File: config.mk
export PLATFORM = sky130hd
export DESIGN_NAME = decimal_literal_validator
export DESIGN_NICKNAME = d
export VERILOG_FILES = /design/src/rtl/core/dlv_pkg.sv /design/src/rtl/core/decimal_literal_validator.sv /design/src/rtl/core/dlv_token.sv
export SDC_FILE = /design/constraint.sdc
export NUM_CORES = 1
export LEC_CHECK = 0
export BUFFER_PORTS_ARGS = -buffer_cell sky130_fd_sc_hd__buf_4
export CORE_MARGIN = 5
export CORE_UTILIZATION = 52
export DETAILED_ROUTE_END_ITERATION = 7
export GPL_TIMING_DRIVEN = 1
export PLACE_DENSITY = 0.72
export SKIP_CTS_REPAIR_TIMING = 1
export SLEW_MARGIN = 20
export SYNTH_ARGS = -nofsm -noshare
export SYNTH_HDL_FRONTEND = slang
export SYNTH_SLANG_ARGS = --single-unit
File: constraint.sdc
create_clock -name clk_i -period 3.14 [get_ports clk_i]
set_input_delay 0.157 -clock clk_i [delete_from_list [all_inputs] [get_ports clk_i]]
set_output_delay 0.157 -clock clk_i [all_outputs]
set_load 0.05 [all_outputs]
File: src/rtl/core/dlv_pkg.sv
// Shared types and constants for the decimal literal validator.
// No dependencies; every core file imports this package.
`default_nettype none

package dlv_pkg;

  localparam int unsigned LenW    = 13;
  localparam int unsigned CharW   = 8;

  localparam logic [LenW-1:0] LengthReset = 13'd512;
  localparam logic [LenW-1:0] LengthCap   = 13'd4096;
  localparam logic [LenW-1:0] CountMax    = 13'd8191;

  localparam logic [CharW-1:0] ChPlus  = 8'h2B;
  localparam logic [CharW-1:0] ChMinus = 8'h2D;
  localparam logic [CharW-1:0] ChDot   = 8'h2E;
  localparam logic [CharW-1:0] ChLowE  = 8'h65;
  localparam logic [CharW-1:0] ChUpE   = 8'h45;
  localparam logic [CharW-1:0] ChZero  = 8'h30;
  localparam logic [CharW-1:0] ChNine  = 8'h39;

  typedef enum logic [3:0] {
    G_START   = 4'd0,
    G_SIGN    = 4'd1,
    G_INT     = 4'd2,
    G_DOT     = 4'd3,
    G_FRAC    = 4'd4,
    G_EXP     = 4'd5,
    G_EXPSIGN = 4'd6,
    G_EXPDIG  = 4'd7,
    G_REJECT  = 4'd8
  } grammar_e;

  typedef enum logic [1:0] {
    V_ACCEPT = 2'd0,
    V_EMPTY  = 2'd1,
    V_LONG   = 2'd2,
    V_BAD    = 2'd3
  } verdict_e;

  // One character request held in the input stage
  typedef struct packed {
    logic [CharW-1:0] char_byte;
    logic             last_char;
    logic             empty_token;
  } char_req_t;

  // Outcome of the current request
  typedef struct packed {
    logic     has_result;
    verdict_e verdict;
  } token_res_t;

endpackage

`default_nettype wire

File: src/rtl/core/decimal_literal_validator.sv
// Top level of the decimal literal validator: input stage, length register,
// result register. Depends on dlv_pkg and dlv_token.
//
//  channel | direction | handshake              | payload
//  --------+-----------+------------------------+---------------------------------------
//  in      | input     | in_valid_i/in_stall_o  | char_byte_i, last_char_i, empty_token_i
//  out     | output    | out_valid_o/out_stall_i| verdict_o
//  cfg     | input     | cfg_valid_i/cfg_ready_o| cfg_data_i (max_length)
//
// One character per cycle while in_stall_o is low; a verdict for a token passes
// through the input register, then the result register, to reach the output.
// Reset sets max_length to 512 and clears the grammar state and count.
// A held result stalls the input stage only when the next request also
// ends a token; characters inside a token keep flowing.
`default_nettype none

module decimal_literal_validator import dlv_pkg::*; (
  input  wire logic             clk_i,
  input  wire logic             rst_ni,
  input  wire logic             in_valid_i,
  output logic                  in_stall_o,
  input  wire logic [CharW-1:0] char_byte_i,
  input  wire logic             last_char_i,
  input  wire logic             empty_token_i,
  output logic                  out_valid_o,
  input  wire logic             out_stall_i,
  output logic [1:0]            verdict_o,
  input  wire logic             cfg_valid_i,
  output logic                  cfg_ready_o,
  input  wire logic [LenW-1:0]  cfg_data_i
);

  logic            s1_valid_q, s1_valid_d;
  char_req_t       s1_req_q;
  logic            out_valid_q, out_valid_d;
  verdict_e        verdict_q;
  logic [LenW-1:0] max_length_q;
  token_res_t      res;
  logic            out_free, s1_go, in_acc;

  // Stage handshake
  assign out_free   = ~out_valid_q | ~out_stall_i;
  assign s1_go      = s1_valid_q & (~res.has_result | out_free);
  assign in_stall_o = s1_valid_q & ~s1_go;
  assign in_acc     = in_valid_i & ~in_stall_o;
  assign s1_valid_d = in_acc | (s1_valid_q & ~s1_go);

  // Load a result or drop a taken one
  always_comb begin
    out_valid_d = out_valid_q;
    if (s1_go && res.has_result) begin
      out_valid_d = 1'b1;
    end else if (out_valid_q && !out_stall_i) begin
      out_valid_d = 1'b0;
    end
  end

  dlv_token u_token (
    .clk_i        (clk_i),
    .rst_ni       (rst_ni),
    .step_i       (s1_go),
    .req_i        (s1_req_q),
    .max_length_i (max_length_q),
    .res_o        (res)
  );

  // Control registers and length register
  always_ff @(posedge clk_i or negedge rst_ni) begin
    if (!rst_ni) begin
      s1_valid_q   <= 1'b0;
      out_valid_q  <= 1'b0;
      max_length_q <= LengthReset;
    end else begin
      s1_valid_q  <= s1_valid_d;
      out_valid_q <= out_valid_d;
      if (cfg_valid_i) begin
        max_length_q <= cfg_data_i;
      end
    end
  end

  // Payload registers
  always_ff @(posedge clk_i) begin
    if (in_acc) begin
      s1_req_q.char_byte   <= char_byte_i;
      s1_req_q.last_char   <= last_char_i;
      s1_req_q.empty_token <= empty_token_i;
    end
    if (s1_go && res.has_result) begin
      verdict_q <= res.verdict;
    end
  end

  assign cfg_ready_o = 1'b1;
  assign out_valid_o = out_valid_q;
  assign verdict_o   = verdict_q;

endmodule

`default_nettype wire

File: src/rtl/core/dlv_token.sv
// Grammar state machine and saturating length count for one token.
// Depends on dlv_pkg.
`default_nettype none

module dlv_token import dlv_pkg::*; (
  input  wire logic            clk_i,
  input  wire logic            rst_ni,
  input  wire logic            step_i,
  input  wire char_req_t       req_i,
  input  wire logic [LenW-1:0] max_length_i,
  output token_res_t           res_o
);

  grammar_e        state_q, state_d, adv_state;
  logic [LenW-1:0] count_q, count_d, count_inc, limit;
  logic            is_digit, is_sign, is_exp, is_dot, tok_end;

  // Classify the character
  assign is_digit = (req_i.char_byte >= ChZero) && (req_i.char_byte <= ChNine);
  assign is_sign  = (req_i.char_byte == ChPlus) || (req_i.char_byte == ChMinus);
  assign is_exp   = (req_i.char_byte == ChLowE) || (req_i.char_byte == ChUpE);
  assign is_dot   = (req_i.char_byte == ChDot);
  assign tok_end  = req_i.empty_token | req_i.last_char;

  // Grammar transition for this character
  always_comb begin
    adv_state = G_REJECT;
    unique case (state_q) inside
      G_START: begin
        if (is_sign)       adv_state = G_SIGN;
        else if (is_digit) adv_state = G_INT;
        else if (is_dot)   adv_state = G_DOT;
      end
      G_SIGN: begin
        if (is_digit)    adv_state = G_INT;
        else if (is_dot) adv_state = G_DOT;
      end
      G_INT: begin
        if (is_digit)    adv_state = G_INT;
        else if (is_dot) adv_state = G_FRAC;
        else if (is_exp) adv_state = G_EXP;
      end
      G_DOT: begin
        if (is_digit) adv_state = G_FRAC;
      end
      G_FRAC: begin
        if (is_digit)    adv_state = G_FRAC;
        else if (is_exp) adv_state = G_EXP;
      end
      G_EXP: begin
        if (is_sign)       adv_state = G_EXPSIGN;
        else if (is_digit) adv_state = G_EXPDIG;
      end
      G_EXPSIGN, G_EXPDIG: begin
        if (is_digit) adv_state = G_EXPDIG;
      end
      default: adv_state = G_REJECT;
    endcase
  end

  // Saturate the count at its top value
  assign count_inc = (count_q == CountMax) ? count_q : count_q + 1'b1;

  // Next state: advance on a step, restart after any verdict
  always_comb begin
    state_d = state_q;
    count_d = count_q;
    if (step_i) begin
      if (tok_end) begin
        state_d = G_START;
        count_d = '0;
      end else begin
        state_d = adv_state;
        count_d = count_inc;
      end
    end
  end

  // Verdict: empty before too long before malformed
  assign limit = (max_length_i > LengthCap) ? LengthCap : max_length_i;

  always_comb begin
    res_o.has_result = tok_end;
    if (req_i.empty_token) begin
      res_o.verdict = V_EMPTY;
    end else if (count_inc > limit) begin
      res_o.verdict = V_LONG;
    end else if (adv_state == G_INT || adv_state == G_FRAC || adv_state == G_EXPDIG) begin
      res_o.verdict = V_ACCEPT;
    end else begin
      res_o.verdict = V_BAD;
    end
  end

  always_ff @(posedge clk_i or negedge rst_ni) begin
    if (!rst_ni) begin
      state_q <= G_START;
      count_q <= '0;
    end else begin
      state_q <= state_d;
      count_q <= count_d;
    end
  end

endmodule

`default_nettype wire
Word level (Yosys, flattened, before mapping)
Cells that the tools add are included.
{ "totals": {"rom_bits": 0, "regBits": 44, "latchBits": 0, "ramBits": 0, "memories": 0} }
{ "classes": {"n_eq_ne": 16, "n_reduce_logical": 11, "n_bitwise": 12, "n_div": 0, "shifts": 0, "magnitude_cmp": 4, "add_sub_neg": 1, "mul": 0, "muxes": 19} }
{ "op_table": {"columns": ["cell", "count"], "rows": [
  ["4-bit 2-to-1 mux", 11],
  ["13-bit 2-to-1 mux", 3],
  ["4-bit one-hot mux with 7 select lines", 1],
  ["4-bit by 3-bit equality test with 1-bit output, second input constant", 6],
  ["8-bit by 6-bit equality test with 1-bit output, second input constant", 3],
  ["8-bit by 7-bit equality test with 1-bit output, second input constant", 2],
  ["13-bit by 1-bit adder with 13-bit output, second input constant", 1],
  ["13-bit equality test, second input constant", 1],
  ["13-bit greater-than comparator", 1],
  ["13-bit greater-than comparator, second input constant", 1],
  ["4-bit by 2-bit equality test with 1-bit output, second input constant", 3],
  ["8-bit by 6-bit greater-or-equal comparator with 1-bit output, second input constant", 1],
  ["8-bit by 6-bit <= comparator with 1-bit output, second input constant", 1],
  ["1-bit inverter", 5],
  ["4-bit by 1-bit equality test with 1-bit output, second input constant", 1],
  ["4-bit logical NOT", 1],
  ["1-bit logical OR", 4],
  ["2-bit 2-to-1 mux", 2],
  ["1-bit OR", 4],
  ["1-bit AND", 3],
  ["1-bit logical AND", 3],
  ["1-bit 2-to-1 mux", 2],
  ["2-bit nonzero test", 1],
  ["2-bit OR reduction", 1],
  ["1-bit logical NOT", 1]
]} }

Depth between registers and ports, before layout
{ "logic_depth": {"ltp_word": 11, "depth_mapped": 13, "ltp_nobuf": 12} }

Hierarchy
A second synthesis with hierarchy kept.
{ "unflattened": {"cells_unflattened": 274, "area_unflattened_um2": 2785.2} }
{ "modules_own_cells": {"columns": ["module", "area_per_inst_um2", "instances", "cells_each"], "rows": [
  ["dlv_token", 1793.0, 1, 221],
  ["decimal_literal_validator", 992.2, 1, 53]
]} }

Worst setup path after synthesis
OpenSTA, ideal clock, no wires.
{ "synth_path": {"path_kind": "flip-flop to flip-flop", "startpoint": "register u_token.count_q[0]", "endpoint": "register verdict_q[0] (netlist: verdict_o[0]) (data pin)", "path_buffers": 1, "path_stages_with_launch": 13, "arrival_time_ns": 2.850, "setup_time_ns": 0.264, "synth_period_minus_slack_ns": 3.115, "slack_ns": 0.025, "path_cell_list": "dfrtp_1 > ha_1 > nand3_1 > nor4_4 > and2_1 > buf_2 > mux2_1 > ha_1 > nor2b_1 > o211ai_1 > a2111o_1 > a311oi_1 > a31oi_1"} }
{ "synth_between": {"elab_chain_cells": 4} }
{ "synth_lines": {"columns": ["item", "line_no", "text"], "rows": [
  ["start, declared", "dlv_token.sv:15", "logic [LenW-1:0] count_q, count_d, count_inc, limit;"],
  ["start signal, assigned", "dlv_token.sv:101", "count_q <= count_d;"],
  ["13-bit by 1-bit adder with 13-bit output or 13-bit equality test (tied branches)", "dlv_token.sv:62", "assign count_inc = (count_q == CountMax) ? count_q : count_q + 1'b1;"],
  ["13-bit 2-to-1 mux *", "dlv_token.sv:62", null],
  ["13-bit greater-than comparator *", "dlv_token.sv:86", "end else if (count_inc > limit) begin"],
  ["2-bit 2-to-1 mux *", "dlv_token.sv:86", null],
  ["end signal, assigned", "decimal_literal_validator.sv:90", "verdict_q <= res.verdict;"],
  ["end, declared", "decimal_literal_validator.sv:36", "verdict_e verdict_q;"]
]} }
Every way passes the cells marked *; elsewhere a longest branch is shown, timed or not.
A chain may end at the register's enable or synchronous reset.

Worst setup path in the final report
{ "layout_path": {"startpoint": "register u_token.count_q[1]", "endpoint": "register verdict_q[1] (netlist: verdict_o[1]) (data pin)"} }
Same word-level chain as after synthesis.

==> impl_metrics.csv <==
group,metric,value,unit
grt,grt_pass1_vias,2114,
route,highest_layer,"met4",
placement,place_ws,0.04742,ns
timing,worst_slew_pin_slew,0.7349,ns
cells_and_area,final-seq-area,1165,sq um
route,ant_nets,0,
floorplanning,die_x,82.36,um
floorplanning,die_h,82.36,um
power,p_comb_frac,0.227,
floorplanning,ios,33,
setup_path,crit_buf_inv,1,
synthesis,synth_nets,314,
clock_network,clkLatencyLatePin,0.29,ns
synthesis,ys_types,66,
timing,max_freq,330.3,MHz
power,clockPowerShare,0.265,
floorplanning,initial_core_util,0.5331,
synthesis,yosysWarningCount,0,
synthesis,seq_area_frac_synth,0.4269,
setup_path,crit_type,"reg -> reg",
power,p_sw,393.9,uW
placement,gp_congestion,0.8262,
run,max_cap_viol_count,0,
power,p_leak,1.324,nW
timing,period_needed,3.027,ns
synthesis,synth_edf_count,12,
setup_path,end_kind,"flip-flop",
timing,fin_crit_sh,0.9642,
min_path,holdPathStages,1,
setup_path,slowest_delay,0.45,ns
power,fin_total_pwr,1.356,mW
clock_network,cts_max_level,2,
timing,setup_violations,0,
floorplanning,rows,26,
run_status,status,"finished, final reports clean",
synthesis,yosysMostFrequentCell,"dfrtp_1",
clock_network,cts_root_buffer,"clkbuf_8",
clock_network,tritoncts,"yes",
route,vias_per_cell,5.782,
grt,grt_usage,0.1931,
route,drt_iter0_drc,144,
power,p_int,961.9,uW
floorplanning,core-area,5107,sq um
route,wl_met1,2679,um
timing,setup_tns,0,ns
timing,slew_headroom,0.5049,
grt,grt_overflow_total,0,
synthesis,syn_area_per_cell,10.01,sq um
clock_network,clk_pin_slew,0.08,ns
setup_path,crit_cells,12,
synthesis,synth_area_leaders,"dfrtp_1 28%, edfxtp_1 13%, ha_1 6.4%, mux2_2 5.0%, nand2_1 4.1%",
timing,clock_skew,0.005408,ns
route,firstDrtPassIters,4,
placement,placed_area,2999,sq um
cells_and_area,final.fill_count,450,
power,ir_worst_vdd,0.2127,mV
cells_and_area,final_nets,347,
synthesis,synth_ff_type,"dfrtp_1",
cells_and_area,drive_above_1_share,0.2516,
power,p_sw_frac,0.2905,
cells_and_area,antenna_cells,0,
setup_path,crit_arrival,3.06,ns
setup_path,critPathTopFamily,"simple AND/OR/NAND/NOR gates",
setup_path,rr_worst_depth,12,
placement,dp_hpwl,4379,um
route,vias,2174,
setup_path,crit_fanout,5,
cells_and_area,multi_input_area,1465,sq um
synthesis,synthTopCellsByCount,"31 x dfrtp_1, 30 x nand2_1, 15 x nor2_1, 14 x ha_1",
synthesis,async_flop_share,0.7273,
clock_network,cts_buffers,5,
timing,finalHoldViolCount,0,
grt,grt_pass1_wl,9901,um
synthesis,ys_seq_elements,44,
clock_network,clkSinkCount,44,
synthesis,netlist_area,2723,sq um
floorplanning,die_area,6783,sq um
power,seqPwrFrac,0.507,
clock_network,clk_path_buf_depth,2,
synthesis,syn_inst,272,
placement,io_buffers,31,
route,wire_per_inst,15.85,um
timing,fin_ws,0.1125,ns
route,drcViolationCount,0,
setup_path,cp_slowest_cell,"nor4_2",
timing,drv_slew,0,
setup_path,startpoint_type,"flip-flop",
cells_and_area,synthToLayoutAreaGrowth,15.63,%
route,wl_met2,2985,um
grt,antenna_found_initial,0,
synthesis,yosysTopAreaCellShare,0.2849,
power,p_per_area,430.7,nW/um^2
synthesis,yosys.area.top_type,"dfrtp_1",
cells_and_area,fin_area,3148,sq um
setup_path,cp_data_required_time,3.17,ns
route,route.met3.wl,231,um
route,wl,5959,um
min_path,min_path_type,"in -> reg",
grt,grt_max_degree,33,
setup_path,cp_cell_sequence,"ha_4 -> nand3_1 -> nor4_4 -> and2_4 -> buf_4 -> nor3_1 -> xor2_1 -> ha_1 -> nand4_1 -> nor4_2 -> a311o_1 -> o221ai_1",
==> power by group through the flow <==
| stage | combinational (mW) | sequential [mW] | clock, mW |
|---|---|---|---|
| floorplan | 0.203 | 0.695 | 0 |
| global placement | 0.288 | 0.694 | 0 |
| detailed placement | 0.296 | 0.697 | 0 |
| CTS | 0.298 | 0.685 | 0.374 |
| global route | 0.345 | 0.695 | 0.397 |
| finish | 0.308 | 0.688 | 0.360 |
==> final timing paths <==
path	startpoint	to	slack, ns
max in group asynchronous	rst_ni	max_length_q[9]	2.47
setup reg to reg	u_token.count_q[1]	verdict_o[1]	0.11
setup / recovery	u_token.count_q[1]	verdict_o[1]	0.11
hold reg to reg	max_length_q[1]	max_length_q[1]	0.51
min in group asynchronous	rst_ni	max_length_q[8]	0.35
hold / removal	char_byte_i[7]	s1_req_q[9]	0.04
==> metrics by stage <==
step | util | hold WS (ns) | instances
2_1_floorplan | - | -0.1386 | 272
3_3_place_gp | 0.5872 | 0.1223 | 366
3_5_place_dp | 0.5872 | 0.1337 | 366
4_1_cts | 0.6049 | -0.1928 | 374
5_1_grt | 0.6164 | 0.01608 | 376
6_report | 0.6164 | 0.03782 | 376
==> cell families after synthesis <==
family	Yosys count	share of synthesized area
other	1	0.001377
XOR/XNOR	12	0.03860
AO/OA/AOI/OAI	70	0.1751
flip-flops	44	0.4269
buffers and inverters	22	0.04917
multiplexers	13	0.05377
adder cells (fa/ha/maj)	14	0.06434
AND/OR/NAND/NOR	96	0.1907
==> state kept, by name, summed over array words and instances (netlist names) <==
name and cells:
u_token.count_q 13, s1_valid_q 1, u_token.state_q 4, out_valid_o 1
s1_req_q 10, max_length_q 13, verdict_o 2
==> layout by cell type (no fill, tap or decap), drive strengths merged, types with 7 or more instances in the layout <==
| cell | count |
|---|---|
| nand4 | 7 |
| a31oi | 9 |
| nand3 | 10 |
| ha | 14 |
| a21oi | 11 |
| buf | 41 |
| edfxtp | 12 |
| o21ai | 16 |
| nand2 | 31 |
| xnor2 | 8 |
| nor2 | 16 |
| mux2 | 13 |
| clkbuf | 8 |
| dfrtp | 31 |
==> area by class of cell <==
type	instances	share of cell area
Inverter	6	0.007154
Tap cell	70	0.02782
Clock buffer	8	0.02862
Multi-Input combinational cell	206	0.4654
Timing Repair Buffer	42	0.1010
Sequential cell	44	0.3700
==> routing by layer <==
layer / track usage / vias to the layer above
li1: - / 1085
met3: 0.04230 / 5
met4: 0.06146 / 0
met1: 0.2490 / 1041
met5: 0 / -
met2: 0.3221 / 43
Note: power is estimated with default switching activity, not from simulation.
